## src/rtl/core/i2cras_pkg.sv

```systemverilog
// ----------------------------------------------------------------------------
// I2C register access sequencer package
// Opcodes, command codes, status codes and the request/result types shared
// by the interfaces, the sequencer core and the top level.
// ----------------------------------------------------------------------------
`default_nettype none

package i2cras_pkg;

  // Request opcodes.
  localparam logic [2:0] OP_WRITE_TWO = 3'd0;
  localparam logic [2:0] OP_WRITE_ONE = 3'd1;
  localparam logic [2:0] OP_READ_TWO  = 3'd2;
  localparam logic [2:0] OP_EVENT     = 3'd3;
  localparam logic [2:0] OP_TICK      = 3'd4;

  // Controller commands.
  localparam logic [2:0] CMD_NONE      = 3'd0;
  localparam logic [2:0] CMD_START     = 3'd1;
  localparam logic [2:0] CMD_SINGLE    = 3'd2;
  localparam logic [2:0] CMD_CONT      = 3'd3;
  localparam logic [2:0] CMD_FINISH    = 3'd4;
  localparam logic [2:0] CMD_RX_START  = 3'd5;
  localparam logic [2:0] CMD_RX_FINISH = 3'd6;

  // Completion status.
  localparam logic [1:0] STAT_OK      = 2'd0;
  localparam logic [1:0] STAT_BUS_ERR = 2'd1;
  localparam logic [1:0] STAT_TIMEOUT = 2'd2;

  localparam int unsigned TIMEOUT_W = 21;
  localparam logic [TIMEOUT_W-1:0] TIMEOUT_RESET = 21'd2000000;

  typedef struct packed {
    logic [2:0] opcode;
    logic [6:0] device_address;
    logic [7:0] register_index;
    logic [7:0] first_write_byte;
    logic [7:0] second_write_byte;
    logic       bus_error;
    logic [7:0] received_byte;
  } req_t;

  typedef struct packed {
    logic [2:0]  command;
    logic [6:0]  target_address;
    logic        read_direction;
    logic        load_address;
    logic [7:0]  transmit_byte;
    logic        transmit_valid;
    logic        done_res;
    logic [1:0]  status;
    logic [15:0] read_word;
  } res_t;

endpackage

`default_nettype wire

```

## src/rtl/core/i2cras_req_if.sv

```systemverilog
// ----------------------------------------------------------------------------
// I2C register access sequencer request channel
// Valid/ready channel that carries one request item.
// ----------------------------------------------------------------------------
`default_nettype none

interface i2cras_req_if;
  logic              valid;
  logic              ready;
  i2cras_pkg::req_t  data;

  modport source (output valid, output data, input ready);
  modport sink (input valid, input data, output ready);
endinterface

`default_nettype wire

```

## src/rtl/core/i2cras_res_if.sv

```systemverilog
// ----------------------------------------------------------------------------
// I2C register access sequencer result channel
// Valid/ready channel that carries one result item.
// ----------------------------------------------------------------------------
`default_nettype none

interface i2cras_res_if;
  logic              valid;
  logic              ready;
  i2cras_pkg::res_t  data;

  modport source (output valid, output data, input ready);
  modport sink (input valid, input data, output ready);
endinterface

`default_nettype wire

```

## src/rtl/core/i2cras_seq.sv

```systemverilog
// ----------------------------------------------------------------------------
// I2C register access sequencer core
// Holds the transaction state and works out the command for each accepted
// request in one pass of combinational logic.
// ----------------------------------------------------------------------------
`default_nettype none

module i2cras_seq (
  input  wire logic                                 clk,
  input  wire logic                                 rst,
  input  wire logic                                 take,
  input  wire i2cras_pkg::req_t                     item,
  input  wire logic [i2cras_pkg::TIMEOUT_W-1:0]     timeout,
  output i2cras_pkg::res_t                          result
);

  localparam logic [2:0] ST_IDLE      = 3'd0;
  localparam logic [2:0] ST_WR_FIRST  = 3'd1;
  localparam logic [2:0] ST_WR_SECOND = 3'd2;
  localparam logic [2:0] ST_WR_ONLY   = 3'd3;
  localparam logic [2:0] ST_WR_END    = 3'd4;
  localparam logic [2:0] ST_RD_REG    = 3'd5;
  localparam logic [2:0] ST_RD_FIRST  = 3'd6;
  localparam logic [2:0] ST_RD_SECOND = 3'd7;

  logic [2:0]                          state, state_next;
  logic [6:0]                          saved_device, saved_device_next;
  logic [15:0]                         pending, pending_next;
  logic [7:0]                          first_rd, first_rd_next;
  logic [i2cras_pkg::TIMEOUT_W-1:0]    ticks_left, ticks_left_next;

  // Next state and result for the request at the input.
  always_comb begin
    state_next        = state;
    saved_device_next = saved_device;
    pending_next      = pending;
    first_rd_next     = first_rd;
    ticks_left_next   = ticks_left;
    result            = '0;
    unique case (item.opcode) inside
      i2cras_pkg::OP_WRITE_TWO, i2cras_pkg::OP_WRITE_ONE, i2cras_pkg::OP_READ_TWO: begin
        saved_device_next       = item.device_address;
        pending_next            = {item.first_write_byte, item.second_write_byte};
        ticks_left_next         = timeout;
        result.target_address   = item.device_address;
        result.load_address     = 1'b1;
        result.transmit_byte    = item.register_index;
        result.transmit_valid   = 1'b1;
        if (item.opcode == i2cras_pkg::OP_WRITE_TWO) begin
          state_next     = ST_WR_FIRST;
          result.command = i2cras_pkg::CMD_START;
        end else if (item.opcode == i2cras_pkg::OP_WRITE_ONE) begin
          state_next     = ST_WR_ONLY;
          result.command = i2cras_pkg::CMD_START;
        end else begin
          state_next     = ST_RD_REG;
          result.command = i2cras_pkg::CMD_SINGLE;
        end
      end
      i2cras_pkg::OP_EVENT: begin
        if (state != ST_IDLE) begin
          if (item.bus_error) begin
            state_next      = ST_IDLE;
            result.done_res = 1'b1;
            result.status   = i2cras_pkg::STAT_BUS_ERR;
          end else begin
            unique case (state)
              ST_WR_FIRST: begin
                result.command        = i2cras_pkg::CMD_CONT;
                result.transmit_byte  = pending[15:8];
                result.transmit_valid = 1'b1;
                state_next            = ST_WR_SECOND;
              end
              ST_WR_SECOND: begin
                result.command        = i2cras_pkg::CMD_FINISH;
                result.transmit_byte  = pending[7:0];
                result.transmit_valid = 1'b1;
                state_next            = ST_WR_END;
              end
              ST_WR_ONLY: begin
                result.command        = i2cras_pkg::CMD_FINISH;
                result.transmit_byte  = pending[15:8];
                result.transmit_valid = 1'b1;
                state_next            = ST_WR_END;
              end
              ST_WR_END: begin
                state_next      = ST_IDLE;
                result.done_res = 1'b1;
                result.status   = i2cras_pkg::STAT_OK;
              end
              ST_RD_REG: begin
                result.command        = i2cras_pkg::CMD_RX_START;
                result.target_address = saved_device;
                result.read_direction = 1'b1;
                result.load_address   = 1'b1;
                state_next            = ST_RD_FIRST;
              end
              ST_RD_FIRST: begin
                first_rd_next  = item.received_byte;
                result.command = i2cras_pkg::CMD_RX_FINISH;
                state_next     = ST_RD_SECOND;
              end
              default: begin
                result.read_word = {first_rd, item.received_byte};
                state_next       = ST_IDLE;
                result.done_res  = 1'b1;
                result.status    = i2cras_pkg::STAT_OK;
              end
            endcase
          end
        end
      end
      i2cras_pkg::OP_TICK: begin
        // Count down while busy; the last allowed tick ends the transaction.
        if (state != ST_IDLE) begin
          if (ticks_left <= i2cras_pkg::TIMEOUT_W'(1)) begin
            ticks_left_next = '0;
            state_next      = ST_IDLE;
            result.done_res = 1'b1;
            result.status   = i2cras_pkg::STAT_TIMEOUT;
          end else begin
            ticks_left_next = ticks_left - i2cras_pkg::TIMEOUT_W'(1);
          end
        end
      end
      default: begin
        result = '0;
      end
    endcase
  end

  // State registers, updated only when a request is taken.
  always_ff @(posedge clk) begin
    if (rst) begin
      state        <= ST_IDLE;
      saved_device <= '0;
      pending      <= '0;
      first_rd     <= '0;
      ticks_left   <= '0;
    end else if (take) begin
      state        <= state_next;
      saved_device <= saved_device_next;
      pending      <= pending_next;
      first_rd     <= first_rd_next;
      ticks_left   <= ticks_left_next;
    end
  end

endmodule

`default_nettype wire

```

## src/rtl/core/i2cras_res_buf.sv

```systemverilog
// ----------------------------------------------------------------------------
// I2C register access sequencer result buffer
// Output register with a skid stage, so a request can be taken while a
// result still waits at the output.
// ----------------------------------------------------------------------------
`default_nettype none

module i2cras_res_buf (
  input  wire logic              clk,
  input  wire logic              rst,
  input  wire logic              push,
  input  wire i2cras_pkg::res_t  push_data,
  output logic                   has_room,
  i2cras_res_if.source           res
);

  logic              out_valid;
  logic              skid_valid;
  i2cras_pkg::res_t  out_data;
  i2cras_pkg::res_t  skid_data;
  logic              pop;

  assign pop       = out_valid && res.ready;
  assign has_room  = !skid_valid;
  assign res.valid = out_valid;
  assign res.data  = out_data;

  // Control: the skid stage fills only when the output register is held.
  always_ff @(posedge clk) begin
    if (rst) begin
      out_valid  <= 1'b0;
      skid_valid <= 1'b0;
    end else if (push) begin
      if (out_valid && !pop) begin
        skid_valid <= 1'b1;
      end
      out_valid <= 1'b1;
    end else if (pop) begin
      if (skid_valid) begin
        skid_valid <= 1'b0;
      end else begin
        out_valid <= 1'b0;
      end
    end
  end

  // Payload registers.
  always_ff @(posedge clk) begin
    if (push) begin
      if (!out_valid || pop) begin
        out_data <= push_data;
      end else begin
        skid_data <= push_data;
      end
    end else if (pop && skid_valid) begin
      out_data <= skid_data;
    end
  end

endmodule

`default_nettype wire

```

## src/rtl/core/i2c_register_access_sequencer_top.sv

```systemverilog
// ----------------------------------------------------------------------------
// I2C register access sequencer
// Turns register read/write requests, controller events and ticks into
// controller commands and completion reports.
// ----------------------------------------------------------------------------
// Results are registered at the output, or in the skid stage while it is
// held. One request per cycle while the buffer has room; the state
// update is one pass of logic. Up to two results are buffered, so ready
// drops only when both are held. Reset (rst, synchronous) returns to
// idle, empties the output and sets the timeout register to 2000000 ticks.
`default_nettype none

module i2c_register_access_sequencer_top (
  input  wire logic                              clk,
  input  wire logic                              rst,
  input  wire logic                              cfg_we,
  input  wire logic [i2cras_pkg::TIMEOUT_W-1:0]  cfg_wdata,
  i2cras_req_if.sink                             req,
  i2cras_res_if.source                           res
);

  logic [i2cras_pkg::TIMEOUT_W-1:0]  timeout_ticks;
  logic                              has_room;
  logic                              take;
  i2cras_pkg::res_t                  step_res;

  assign req.ready = has_room;
  assign take      = req.valid && has_room;

  // Timeout register.
  always_ff @(posedge clk) begin
    if (rst) begin
      timeout_ticks <= i2cras_pkg::TIMEOUT_RESET;
    end else if (cfg_we) begin
      timeout_ticks <= cfg_wdata;
    end
  end

  i2cras_seq u_seq (
    .clk     (clk),
    .rst     (rst),
    .take    (take),
    .item    (req.data),
    .timeout (timeout_ticks),
    .result  (step_res)
  );

  i2cras_res_buf u_buf (
    .clk       (clk),
    .rst       (rst),
    .push      (take),
    .push_data (step_res),
    .has_room  (has_room),
    .res       (res)
  );

  // After a request is taken, the output always holds a valid result in the next cycle.
  a_take_gives_result: assert property (@(posedge clk) disable iff (rst)
    take |=> res.valid)
    else $error("taken request produced no result");

  // Completion never carries a command.
  a_done_no_cmd: assert property (@(posedge clk) disable iff (rst)
    res.valid && res.data.done_res |-> res.data.command == i2cras_pkg::CMD_NONE)
    else $error("done reported together with a command");

  // Status code is never the unused value.
  a_status_legal: assert property (@(posedge clk) disable iff (rst)
    res.valid |-> res.data.status != 2'd3)
    else $error("illegal status code");

  // Back-pressure only while a result is held at the output.
  a_ready_when_held: assert property (@(posedge clk) disable iff (rst)
    !req.ready |-> res.valid)
    else $error("request side stalled with an empty output");

endmodule

`default_nettype wire

```

## src/flat_wrapper.sv

```systemverilog
// flat-port wrapper written by rule: the top's interface ports become plain ports
module i2c_register_access_sequencer_top_flat 
  (clk, rst, cfg_we, cfg_wdata, req_valid, req_data, req_ready, res_valid, res_data, res_ready);
  i2cras_req_if req_i ();
  i2cras_res_if res_i ();
  input  wire logic clk;
  input  wire logic rst;
  input  wire logic cfg_we;
  input  wire logic [i2cras_pkg::TIMEOUT_W-1:0] cfg_wdata;
  input wire logic [$bits(req_i.valid)-1:0] req_valid;
  input wire logic [$bits(req_i.data)-1:0] req_data;
  output wire logic [$bits(req_i.ready)-1:0] req_ready;
  output wire logic [$bits(res_i.valid)-1:0] res_valid;
  output wire logic [$bits(res_i.data)-1:0] res_data;
  input wire logic [$bits(res_i.ready)-1:0] res_ready;
  assign req_i.valid = req_valid;
  assign req_i.data = req_data;
  assign req_ready = req_i.ready;
  assign res_valid = res_i.valid;
  assign res_data = res_i.data;
  assign res_i.ready = res_ready;
  i2c_register_access_sequencer_top u_core (.clk(clk), .rst(rst), .cfg_we(cfg_we), .cfg_wdata(cfg_wdata), .req(req_i), .res(res_i));
endmodule
```

## config.mk

```make
export PLATFORM = sky130hd
export DESIGN_NAME = i2c_register_access_sequencer_top_flat
export DESIGN_NICKNAME = d
export VERILOG_FILES = /design/src/rtl/core/i2cras_pkg.sv /design/src/rtl/core/i2cras_req_if.sv /design/src/rtl/core/i2cras_res_if.sv /design/src/rtl/core/i2cras_seq.sv /design/src/rtl/core/i2cras_res_buf.sv /design/src/rtl/core/i2c_register_access_sequencer_top.sv /design/src/flat_wrapper.sv
export SDC_FILE = /design/constraint.sdc
export NUM_CORES = 1
export LEC_CHECK = 0
export ABC_AREA = 0
export BUFFER_PORTS_ARGS = -buffer_cell sky130_fd_sc_hd__buf_2
export CORE_MARGIN = 4
export CORE_UTILIZATION = 42
export CTS_BUF_LIST = sky130_fd_sc_hd__clkbuf_8
export CTS_CLUSTER_SIZE = 30
export DETAILED_ROUTE_END_ITERATION = 7
export SKIP_LAST_GASP = 1
export SYNTH_ARGS = -nofsm -noshare
export SYNTH_HDL_FRONTEND = slang
export SYNTH_SLANG_ARGS = --single-unit
```

## constraint.sdc

```tcl
create_clock -name clk -period 10.1 [get_ports clk]
set_clock_uncertainty 0.05 [all_clocks]
set_input_delay 2.02 -clock clk [delete_from_list [all_inputs] [get_ports clk]]
set_output_delay 2.02 -clock clk [all_outputs]
set_load 0.02 [all_outputs]
```

; Word-level counts from Yosys, hierarchy flattened
; Index checks and enable logic that the tools add are counted.
[word_totals]
regBits = 158
latch_bits = 0
ramBits = 0
rom_bits = 0
input_bits = 69
output_inout_bits = 42
word_cells = 111
mem_count = 0
[classes]
add_sub_neg = 1
multipliers = 0
n_div = 0
n_lt_le_gt_ge = 1
eq_ne = 16
shifts = 0
muxes = 38
n_bitwise = 2
n_reduce_logical = 27
[ops]
columns = op, n
row1 = 40-bit two-way mux, 4
row2 = 21-bit two-way mux, 3
row3 = 16-bit two-way mux, 3
row4 = 21-bit case mux with 2 select lines, 1
row5 = 10-bit case mux with 2 select lines, 2
row6 = 3-bit two-way mux, 10
row7 = 3-bit case mux with 4 select lines, 2
row8 = "21-bit by 1-bit <= comparator with 1-bit output, second input constant", 1
row9 = "21-bit by 1-bit subtractor with 21-bit output, second input constant", 1
row10 = 9-bit case mux with 2 select lines, 1
row11 = "3-bit by 2-bit == test with 1-bit output, second input constant", 4
row12 = "3-bit == test, second input constant", 4
row13 = 2-bit AND reduction, 5
row14 = 5-bit AND reduction, 2
row15 = 9-bit two-way mux, 1
row16 = 3-bit case mux with 3 select lines, 1
row17 = 1-bit two-way mux, 7
row18 = "3-bit by 1-bit == test with 1-bit output, second input constant", 2
row19 = "2-bit by 1-bit != test with 1-bit output, second input constant", 3
row20 = "2-bit != test, second input constant", 3
row21 = 3-bit case mux with 2 select lines, 1
row22 = 2-bit nonzero test, 3
row23 = 3-bit nonzero test, 2
row24 = 6-bit OR reduction, 1
row25 = other kinds (10), 18

; Logic depth before layout (Yosys ltp)
; Gate-level depths: netlist of run 1.
[depth]
depth_word = 8
ltp_mapped = 8
depth_no_buf = 7

; By module
; A second synthesis of run 1 with hierarchy kept.
[hier_totals]
hier_cells = 643
hier_area_um2 = 7163.1
[by_module_without_submodules]
columns = mod, n_inst, cells_per_inst, area_per_inst_um2, seq_area_each_um2
row1 = i2cras_seq, 1, 435, 3211.8, 1101.1
row2 = i2cras_res_buf, 1, 139, 3171.8, 2442.3
row3 = i2c_register_access_sequencer_top, 1, 69, 779.5, 420.4

; Worst setup path before layout of run 1
; OpenSTA, ideal clock, no wires.
[synth_timing]
path_kind = input -> register
start = in req_valid
end = reg u_core.u_buf.out_data, in the netlist u_core.u_buf.res.data[0] (enable)
setup_ns = 0.451
t_arrival_ns = 4.906
t_required_ns = 9.599
setup_slack_ns = 4.693
path_stages = 5
n_path_buf = 2
path_cell_list = nor2b_1 clkbuf_1 clkbuf_1 a21oi_1 a21oi_1
[synth_via]
elab_chain_cells = 3
elab_cells_between_ends = 4
cone_classes = eq/ne: 1 / reduce/logical: 3
[synth_lines]
columns = element, line_no
row1 = "start, declared", flat_wrapper.sv:10  ; input wire logic [$bits(req_i.valid)-1:0] req_valid;
row2 = 1-bit logical AND (*), i2c_register_access_sequencer_top.sv:28  ; assign take = req.valid && has_room;
row3 = 2-bit != test (no source line) / 2-bit nonzero test (equally long branches), -
row4 = 2-bit AND reduction (no source line) (*), -
row5 = "end signal, assigned", i2cras_res_buf.sv:51  ; out_data <= push_data;
row6 = "end signal, assigned", i2cras_res_buf.sv:56  ; out_data <= skid_data;
row7 = "end, declared", i2cras_res_buf.sv:19  ; i2cras_pkg::res_t out_data;
; Mark *: on every way between the ends. The rest lies on a longest branch, timed or not.
; A chain may end at the register's enable or synchronous reset.

; Worst setup path after layout of run 1
[layout_timing]
start = in req_data[41]
end = reg u_core.u_seq.ticks_left[20] (netlist bit)
[layout_via]
elab_chain_cells = 4
elab_cells_between_ends = 9
cone_classes = eq/ne: 4 / mux: 1 / reduce/logical: 4
[layout_lines]
columns = element, line_no
row1 = "start, declared", flat_wrapper.sv:11  ; input wire logic [$bits(req_i.data)-1:0] req_data;
row2 = "3-bit by 1-bit == test with 1-bit output, or another cell as far along", -
row3 = 3-bit OR reduction, i2cras_seq.sv:40  ; unique case (item.opcode) inside
row4 = 2-bit nonzero test (no source line), -
row5 = 3-bit AND reduction (no source line), -
row6 = "end signal, assigned", i2cras_seq.sv:145  ; ticks_left <= ticks_left_next;
row7 = "end, declared", i2cras_seq.sv:30  ; logic [i2cras_pkg::TIMEOUT_W-1:0] ticks_left, ticks_left_next;
; Several ways; a longest one is shown, not always the timed one.

==> results by group, run 1 <==
Outcome
  – Status: finished clean

Clock tree
  – H-tree depth: 4
  – Worst-Skew Late Latency: approximately 0.45 ns
  – Clock Sink Count: 158
  – Clock Pin Slew Worst Setup and Hold Paths: around 0.09 ns
  – CTS tree: built
  – Hold Buf Count CTS: 0
  – Cts bufs inserted: 17
  – Post CTS Setup Buffer Count: 0
  – Root buf cell: clkbuf_8
  – Max Root-Sink Buffers: 2
  – Post-CTS sizing: 0

Synth
  – Synthesized area: ~0.007 mm2
  – Ys async rst share: 0
  – Mean Syn Cell Area: around 10 um2
  – Synthesized instance count: 678
  – Top FF cell, synth: edfxtp_1
  – Post-synth EDFFs: 80
  – YS warnings: 0
  – Syn nets: 749
  – Post-synth cell types: 62
  – Synthesized flop and latch total: ~160
  – Register area share after synthesis: 0.557

Timing
  – Min cycle time layout: 3.89 ns
  – Max_slew headroom: 0.389
  – Max-slew violations: 0
  – # setup viols final: 0
  – Worst Max-Slew Pin Slew: 0.917 ns
  – FMAX: 257 MHz
  – Total negative slack: 0 ns
  – Final Hold Viols: 0
  – RSZ-0062 raised after global routing: false
  – Final period util: 0.385
  – Final WS setup: 6.21 ns

Worst setup path
  – Reg2reg end: u_core.u_seq.ticks_left[20]$_SDFFE_PP0P_
  – Worst-path fanout max: 21
  – R2r startpoint: u_core.u_seq.state[0]$_SDFFE_PP0P_
  – Worst r2r path cells: 4
  – Internal reg-to-reg setup slack: around 7.5 ns
  – CP arrival: 4.19 ns
  – Critical Path Source: req_data[41]
  – WP data required: 10.40 ns
  – Startpoint Class: input pin
  – Crit path to: u_core.u_seq.ticks_left[20]$_SDFFE_PP0P_
  – WS Path Type: input pin to flop
  – Worst setup EP type: flop

GRT
  – Initial antenna violation count: 0
  – First-pass GRT wire length: approximately 27 mm
  – Overall routing resource usage: 0.171
  – Vias in the first global route: 5,359
  – Overflow after GRT: 0
  – Largest net degree at the start of global routing: 67

Route
  – Number of DRC markers in iteration 0: approximately 340
  – Pre-antenna DRT Iters: 5
  – Via-per-instance ratio: approximately 5.5
  – DR WL/cell: 16.4 um
  – DRC Markers: 0
  – Routed Antenna Nets: 0
  – Via count: 5,450
  – Total Wirelength: between 15 and 20 mm

Power and ir drop
  – PD cells: 169 mW/mm2
  – Peak VDD IR: 0.0000675 V
  – P_leak: 0.00318 uW

Placement
  – Post-DP HPWL: around 11 mm
  – DP Worst Slack: 5.77 ns
  – Dpl cells: 968
  – Placed instance area: between 0.007 and 0.008 mm2
  – GP Congestion: 0.883
  – IO buf count: 110

Final layout
  – Layout cells sized above 1: 0.256
  – Final Instance Count excl. Fillers: 1,000
  – Fin area: 0.00820 mm2
  – Fin nets: 838
  – Ant diodes: 0
  – Syn-to-layout area delta: 15.2%
  – Fillers: 1,587

Die
  – Floorplan row count: 47
  – Horiz. Die Dim: ~140 um
  – Die area: between 0.015 and 0.02 mm2
  – Die height: about 140 um
  – Initial core utilization: 0.429
  – Number of I/O pins: 111
  – Core footprint: 0.0166 mm2

Worst hold path
  – Type of the most critical hold path: flop to flop
  – Hold Startpoint: u_core.u_seq.pending[5]$_SDFFE_PP0P_

Run
  – Max_cap viols: 0
==> registers in the layout, indices dropped and copies added (netlist names) <==
name                       flops
u_core.timeout_ticks          21
u_core.u_seq.state             3
u_core.u_seq.first_rd          8
u_core.u_buf.res.valid         1
u_core.u_seq.saved_device      7
u_core.u_buf.skid_valid        1
u_core.u_seq.ticks_left       21
u_core.u_buf.skid_data        40
u_core.u_seq.pending          16
u_core.u_buf.res.data         40
==> cell type report <==
class                           instances  area, um2  share of cell area
Clock buffer                           18        248              0.0302
Clock inverter                         14        134              0.0163
Timing Repair Buffer                  117        603              0.0736
Multi-Input combinational cell        464       2940               0.359
Tap cell                              220        275              0.0336
Sequential cell                       158       3960               0.484
Inverter                                9       33.8             0.00412
==> per-stage QoR <==
step                      power (uW)  hold WS, ns   util
after floorplan                  885        0.383      -
after global placement           947        0.391  0.471
after detailed placement         951        0.402  0.471
after CTS                       1400        0.411  0.494
after global routing            1450        0.423  0.494
final                           1390        0.409  0.494
==> report_power, final <==
group	internal [uW]	switching, uW
Combinational	76.3	130
Sequential	707	23.2
Clock	204	245
Total	988	399
==> layout by cell type, fill, tap and decap left out, types with 15 or more instances in the layout <==
cell	instances
buf_2	110
nor3_1	15
a22o_1	19
nand2_1	132
o21ai_0	26
nor2_1	39
mux2i_1	29
edfxtp_1	80
clkbuf_8	18
mux2_2	29
dfxtp_1	78
and2_1	17
a21oi_1	38
==> layer usage <==
| metal | track usage | share of wire |
|---|---|---|
| met1 | 0.223 | 0.46 |
| met2 | 0.282 | 0.49 |
| met3 | 0.0363 | 0.041 |
| met4 | 0.0588 | 0.014 |
| met5 | 0 | 0 |
==> cells in the mapped netlist (all sizes together) (15+ instances only) <==
| library cell | number | area share |
|---|---|---|
| a21oi | 40 | 0.029 |
| a22o | 19 | 0.023 |
| and2 | 17 | 0.015 |
| clkbuf | 36 | 0.019 |
| dfxtp | 78 | 0.22 |
| edfxtp | 80 | 0.34 |
| mux2 | 29 | 0.046 |
| mux2i | 29 | 0.041 |
| nand2 | 132 | 0.070 |
| nor2 | 40 | 0.021 |
| nor3 | 15 | 0.011 |
| o21ai | 27 | 0.019 |
==> worst min path at each step <==
stage / to / slack (ns) / depth (start not counted)
6_report: u_core.u_seq.pending[5]$_SDFFE_PP0P_ / 0.41 / 2
5_1_grt: u_core.u_seq.pending[5]$_SDFFE_PP0P_ / 0.42 / 2
4_1_cts: u_core.u_seq.pending[5]$_SDFFE_PP0P_ / 0.41 / 2
3_5_place_dp: u_core.u_seq.pending[5]$_SDFFE_PP0P_ / 0.40 / 2
3_3_place_gp: u_core.u_seq.saved_device[0]$_SDFFE_PP0P_ / 0.39 / 2
2_1_floorplan: u_core.timeout_ticks[18]$_SDFFE_PP1P_ / 0.38 / 2
==> logic make-up after synthesis <==
| family | Yosys count | share of synthesized area |
|---|---|---|
| buffers and inverters | 56 | 0.0325 |
| flip-flops | 158 | 0.557 |
| multiplexers | 58 | 0.0867 |
| AND/OR/NAND/NOR | 263 | 0.184 |
| adder cells (fa/ha/maj) | 2 | 0.00352 |
| XOR/XNOR | 1 | 0.00123 |
| AO/OA/AOI/OAI | 140 | 0.135 |
==> worst max-delay path, cell delays in order <==
cell	delay (ns)
buf_2	0.18
a21oi_2	0.70
a22o_1	0.78
o21ai_0	0.20
a32o_1	0.31
Note: power is estimated with default switching activity, not from simulation.
==> run 2, diff against run 1 <==
clock period = 3.15 ns   (was 10.1 ns; I/O delays follow)
==> results by group, run 2 (synthesis gave the netlist of run 1 again) <==
Power and ir drop
  – Peak VDD IR: 0.000259 V (+280%)
  – PD cells: 527 mW/mm2 (+210%)
  – Power share of the sequential group: 0.537 (+0.010)
  – P_leak: 0.00322 uW (+1.4%)
  – Gate power share: 0.155 (+0.006)
  – Portion of total power attributed to the clock network: 0.308 (-0.016)
  – Total Power: 4350 uW (+210%)
  – Sw frac: 0.292 (+0.00489)
  – P_sw: 1270 uW (+220%)
  – Internal Power: 3080 uW (+210%)

Worst setup path
  – Internal reg-to-reg setup slack: 0.67 ns (-6.86 ns)
  – Startpoint Class: flop
  – Worst-path fanout max: 7 (-67%)
  – Worst setup EP type: flop
  – Reg2reg end: u_core.u_seq.ticks_left[5]$_SDFFE_PP0P_
  – WP data required: 3.44 ns (-6.96 ns)
  – WS Path Type: flop to flop
  – R2r startpoint: u_core.u_seq.ticks_left[16]$_SDFFE_PP0P_
  – CP arrival: 2.77 ns (-1.42 ns)
  – Worst r2r path cells: 5 (+1)

Die
  – Number of I/O pins: 111 (unchanged)
  – Core footprint: 0.0166 mm2 (unchanged)
  – Floorplan row count: 47 (unchanged)
  – Die area: 0.0191 mm2 (unchanged)
  – Horiz. Die Dim: 138 um (unchanged)
  – Die height: 138 um (unchanged)
  – Initial core utilization: 0.429 (unchanged)

Clock tree
  – Worst-Skew Late Latency: 0.45 ns (about the same)
  – Cts bufs inserted: 17 (unchanged)
  – Clock Pin Slew Worst Setup and Hold Paths: 0.08 ns (about the same)
  – H-tree depth: 4 (unchanged)
  – Max Root-Sink Buffers: 2 (unchanged)
  – CTS tree: built
  – Clock Sink Count: 158 (unchanged)
  – Hold Buf Count CTS: 0 (unchanged)
  – Post-CTS sizing: 0 (unchanged)
  – Post CTS Setup Buffer Count: 0 (unchanged)
  – Root buf cell: clkbuf_8

GRT
  – Largest net degree at the start of global routing: 41 (-39%)
  – Vias in the first global route: 5,416 (+1.1%)
  – Overflow after GRT: 0 (unchanged)
  – Overall routing resource usage: 0.173 (+0.00256)
  – First-pass GRT wire length: 27.2 mm (+1.3%)
  – Initial antenna violation count: 0 (unchanged)

Route
  – Routed Antenna Nets: 0 (unchanged)
  – Total Wirelength: 16.6 mm (+1.6%)
  – DR WL/cell: 16.5 um (+0.68%)
  – Via count: 5,474 (+0.44%)
  – DRC Markers: 0 (unchanged)
  – Number of DRC markers in iteration 0: 300 (-12%)
  – Pre-antenna DRT Iters: 4 (-1)
  – Via-per-instance ratio: 5.43 (-0.46%)

Final layout
  – Fin area: 0.00824 mm2 (+0.56%)
  – Post-layout util: 0.497 (+0.00279)
  – Most common cell after layout, fill and taps aside: nand2_1
  – Fin nets: 847 (+1.1%)
  – Ant diodes: 0 (unchanged)
  – Layout cells sized above 1: 0.264 (+0.00721)
  – Syn-to-layout area delta: 15.9%
  – Most frequent cells in the layout: 132 x nand2_1, 110 x buf_2, 80 x edfxtp_1, 78 x dfxtp_1, 39 x nor2_1

Outcome
  – Status: finished clean

Timing
  – Max_slew headroom: 0.472 (+0.0827)
  – FMAX: slightly above 400 MHz
  – Min Hold Slack: 0.339 ns (-0.0692 ns)
  – Total negative slack: 0 ns (unchanged)
  – # setup viols final: 0 (unchanged)
  – Final period util: 0.788
  – Min cycle time layout: 2.48 ns
  – RSZ-0062 raised after global routing: false
  – Final Hold Viols: 0 (unchanged)
  – Worst Max-Slew Pin Slew: 0.793 ns (-0.124 ns)
  – Max-slew violations: 0 (unchanged)

Worst hold path
  – Worst Hold Depth: 2 (unchanged)
  – Hold Path End: u_core.u_buf.skid_valid$_SDFFE_PP0P_
  – Hold Startpoint: res_ready
  – Type of the most critical hold path: input pin to flop

Placement
  – GP Congestion: 0.878 (-0.55%)
  – Placed instance area: 0.00790 mm2 (+1.0%)
  – IO buf count: 110 (unchanged)
  – Post-DP HPWL: 11.4 mm (+1.8%)

Run
  – Max_cap viols: 0 (unchanged)
## run 2: metal layers
metal / part of all wire / wire (um) / GRT usage
met3: 0.047 / 785 / 0.0404
met4: 0.015 / 257 / 0.0562
met2: 0.49 / 8140 / 0.297
met5: 0 / 0 / 0
met1: 0.45 / 7430 / 0.216
## run 2: how the worst max path moves through the flow
stage	startpoint	endpoint	slack, ns	depth (start not counted)
finish	u_core.u_seq.ticks_left[16]$_SDFFE_PP0P_	u_core.u_seq.ticks_left[5]$_SDFFE_PP0P_	0.67	5
global route	u_core.u_seq.state[1]$_SDFFE_PP0P_	u_core.u_seq.ticks_left[2]$_SDFFE_PP0P_	0.45	6
CTS	u_core.u_seq.state[1]$_SDFFE_PP0P_	u_core.u_seq.ticks_left[2]$_SDFFE_PP0P_	0.67	6
detailed placement	req_valid	u_core.u_seq.ticks_left[5]$_SDFFE_PP0P_	0.52	5
global placement	req_valid	u_core.u_seq.ticks_left[20]$_SDFFE_PP0P_	0.58	5
floorplan	req_valid	u_core.u_buf.res.data[0]$_DFFE_PP_	0.02	5
## run 2: power groups by stage
stage | Clock (uW) | Sequential [uW] | Combinational, uW
after floorplan | 0 | 2420 | 421
after global placement | 0 | 2380 | 668
after detailed placement | 0 | 2380 | 676
after CTS | 1390 | 2330 | 679
after global routing | 1490 | 2350 | 742
final | 1340 | 2330 | 675
## run 2: cell type report
class | instances | area [um2]
clock buffers | 17 | 234
clock inverters | 15 | 114
flip-flops and latches | 158 | 3960
repair buffers | 126 | 683
inverters | 9 | 33.8
fillers | 1599 | 8340
multi-input cells | 464 | 2940
well taps | 220 | 275
## run 2: critical path: stages (launching register included)
cell       delay (ns)
dfxtp_1          0.36
nor4_4           0.45
o2111ai_1        0.38
o21ai_1          0.63
o21ai_0          0.19
a32o_1           0.31
## run 2: through the flow
stage | setup WS [ns] | instances
2_1_floorplan | 0.0210 | 678
3_3_place_gp | 0.582 | 977
3_5_place_dp | 0.518 | 977
4_1_cts | 0.665 | 1009
5_1_grt | 0.449 | 1009
6_report | 0.669 | 1009
==> run 3, diff against run 2 <==
ABC_AREA = 1   (was 0)
clock period = 2.5 ns   (was 3.15 ns; I/O delays follow)
==> results by group, run 3 <==
Outcome
  – Status: finished clean

Final layout
  – Fin nets: 981 (+16%)
  – Final Instance Count excl. Fillers: 1,144 (+13%)
  – Most common cell after layout, fill and taps aside: nand2_1
  – Most frequent cells in the layout: 174 x nand2_1, 119 x nor2_1, 110 x buf_2, 80 x edfxtp_1, 78 x dfxtp_1
  – Syn-to-layout area delta: 16.5%
  – Fin area: 0.00822 mm2 (-0.33%)
  – Post-layout util: 0.497 (about the same)
  – Layout cells sized above 1: 0.212 (-0.0513)

Synth
  – Post-synth top area share: 0.341 (+0.00299)
  – Post-synth cell types: 38 (-39%)
  – Register area share after synthesis: 0.562 (+0.00494)
  – Most instantiated cells after synthesis: 174 x nand2_1, 119 x nor2_1, 80 x edfxtp_1
  – Count leader, synth: nand2_1
  – Synthesized instance count: 807 (+19%)
  – Synthesized area: 0.00705 mm2 (-0.88%)
  – Ys async rst share: 0 (unchanged)
  – Synthesized flop and latch total: 158 (unchanged)
  – Mean Syn Cell Area: 8.74 um2 (-17%)
  – Area leader, netlist: edfxtp_1
  – Synth top area cells: edfxtp_1 34%, dfxtp_1 22%, nand2_1 9.3%
  – Top FF cell, synth: edfxtp_1
  – Syn nets: 878 (+17%)
  – Post-synth EDFFs: 80 (unchanged)
  – YS warnings: 0 (unchanged)

Die
  – Core footprint: 0.0165 mm2 (-0.35%)
  – Die height: 138 um (-0.42%)
  – Number of I/O pins: 111 (unchanged)
  – Floorplan row count: 47 (unchanged)
  – Initial core utilization: 0.427 (-0.00226)
  – Die area: 0.0189 mm2 (-0.83%)
  – Horiz. Die Dim: 138 um (-0.42%)

Route
  – Number of DRC markers in iteration 0: 336 (+12%)
  – Via-per-instance ratio: 4.91 (-9.5%)
  – Pre-antenna DRT Iters: 6 (+2)
  – Routed Antenna Nets: 0 (unchanged)
  – DRC Markers: 0 (unchanged)
  – Via count: 5,616 (+2.6%)
  – Total Wirelength: 16.1 mm (-3.2%)
  – DR WL/cell: 14.1 um (-15%)

Clock tree
  – Post-CTS sizing: 0 (unchanged)
  – Post CTS Setup Buffer Count: 0 (unchanged)
  – Worst-Skew Late Latency: 0.45 ns (about the same)
  – H-tree depth: 4 (unchanged)
  – Root buf cell: clkbuf_8
  – Max Root-Sink Buffers: 2 (unchanged)
  – CTS tree: built
  – Hold Buf Count CTS: 0 (unchanged)
  – Clock Pin Slew Worst Setup and Hold Paths: 0.09 ns (about the same)
  – Cts bufs inserted: 17 (unchanged)
  – Clock Sink Count: 158 (unchanged)

Timing
  – Worst Max-Slew Pin Slew: 0.648 ns (-0.144 ns)
  – # setup viols final: 0 (unchanged)
  – RSZ-0062 raised after global routing: false
  – Final period util: 0.704 (-0.0840)
  – Max-slew violations: 0 (unchanged)
  – Min Hold Slack: 0.208 ns (-0.131 ns)
  – FMAX: 569 MHz (+41%)
  – Max_slew headroom: 0.567 (+0.0957)
  – Min cycle time layout: 1.76 ns (-0.722 ns)
  – Final Hold Viols: 0 (unchanged)

GRT
  – Initial antenna violation count: 0 (unchanged)
  – Largest net degree at the start of global routing: 61 (+49%)
  – Vias in the first global route: 5,301 (-2.1%)
  – Overall routing resource usage: 0.176 (+0.00246)
  – First-pass GRT wire length: 26.0 mm (-4.4%)
  – Overflow after GRT: 0 (unchanged)

Placement
  – IO buf count: 110 (unchanged)
  – GP Congestion: 0.869 (-1.1%)
  – Dpl cells: 1,111 (+14%)
  – Post-DP HPWL: 11.2 mm (-1.6%)
  – Placed instance area: 0.00784 mm2 (-0.78%)

Power and ir drop
  – Peak VDD IR: 0.000291 V (+12%)
  – Total Power: 5660 uW (+30%)
  – PD cells: 689 mW/mm2 (+31%)
  – P_leak: 0.00354 uW (+9.9%)

Worst setup path
  – WP data required: 2.78 ns (-0.66 ns)
  – Startpoint Class: flop
  – CP arrival: 2.04 ns (-0.73 ns)
  – WS Path Type: flop to flop
  – Worst-path fanout max: 8 (+1)
  – Internal reg-to-reg setup slack: 0.74 ns (+0.07 ns)
  – Worst setup EP type: flop

Worst hold path
  – Type of the most critical hold path: input pin to flop

Run
  – Max_cap viols: 0 (unchanged)
-- run 3: cell types whose count changed after synthesis, moves of 25 or more --
cell | previous run | this run
mux2i_1 | 29 | 0
nor2_1 | 39 | 119
inv_1 | 9 | 48
o21ai_0 | 26 | 69
nand3_1 | 13 | 38
nand2_1 | 132 | 174
mux2_2 | 29 | 0
-- run 3: kinds of logic after synthesis --
kind of cell               after synthesis  synth area share
AOI/OAI and AO/OA                      174             0.134
xor gates and xnor gates                12            0.0149
adders and majority gates                2           0.00355
buffers and inverters                   94            0.0582
DFF                                    158             0.562
and+or+nand+nor                        367             0.227
-- run 3: worst max-delay path, stage by stage (launching register included) --
cell     delay [ns]
dfxtp_1        0.43
nand2_1        0.20
a21oi_2        0.43
a22oi_1        0.15
o21ai_1        0.23
nand2_1        0.09
nand2_1        0.06
-- run 3: final timing paths --
path | start | cells past startpoint | to
setup / recovery | u_core.u_seq.state[0]$_SDFFE_PP0P_ | 6 | u_core.u_buf.res.data[20]$_DFFE_PP_
hold / removal | cfg_wdata[18] | 3 | u_core.timeout_ticks[18]$_SDFFE_PP1P_
setup reg to reg | u_core.u_seq.state[0]$_SDFFE_PP0P_ | 6 | u_core.u_buf.res.data[20]$_DFFE_PP_
hold reg to reg | u_core.timeout_ticks[13]$_SDFFE_PP0P_ | 2 | u_core.timeout_ticks[13]$_SDFFE_PP0P_
-- run 3: area by class of cell --
cell class              count  area [um2]
diodes                      1        2.50
fillers                  1591        8310
clock inverters            13         118
repair buffers            120         663
inverters                  58         243
clock buffers              19         262
multi-input cells         555        2690
well taps                 220         275
flip-flops and latches    158        3960
-- run 3: layer usage --
metal | track usage | share of wire | wire length [um]
met1 | 0.233 | 0.46 | 7380
met2 | 0.288 | 0.49 | 7810
met3 | 0.0340 | 0.042 | 676
met4 | 0.0604 | 0.014 | 225
met5 | 0 | 0 | 0
-- run 3: metrics by stage --
step	setup WS, ns	setup TNS (ns)
after floorplan	-0.0528	-2.11
after global placement	0.469	0
after detailed placement	0.452	0
after CTS	0.741	0
after global routing	0.501	0
final	0.741	0
-- run 3: where the power goes --
part | leakage [uW] | switching [uW] | internal (uW) | total, uW
clock | 0.000192 | 961 | 841 | 1800
combinational | 0.00192 | 593 | 297 | 890
sequential | 0.00143 | 87.9 | 2880 | 2970
total | 0.00354 | 1640 | 4020 | 5660
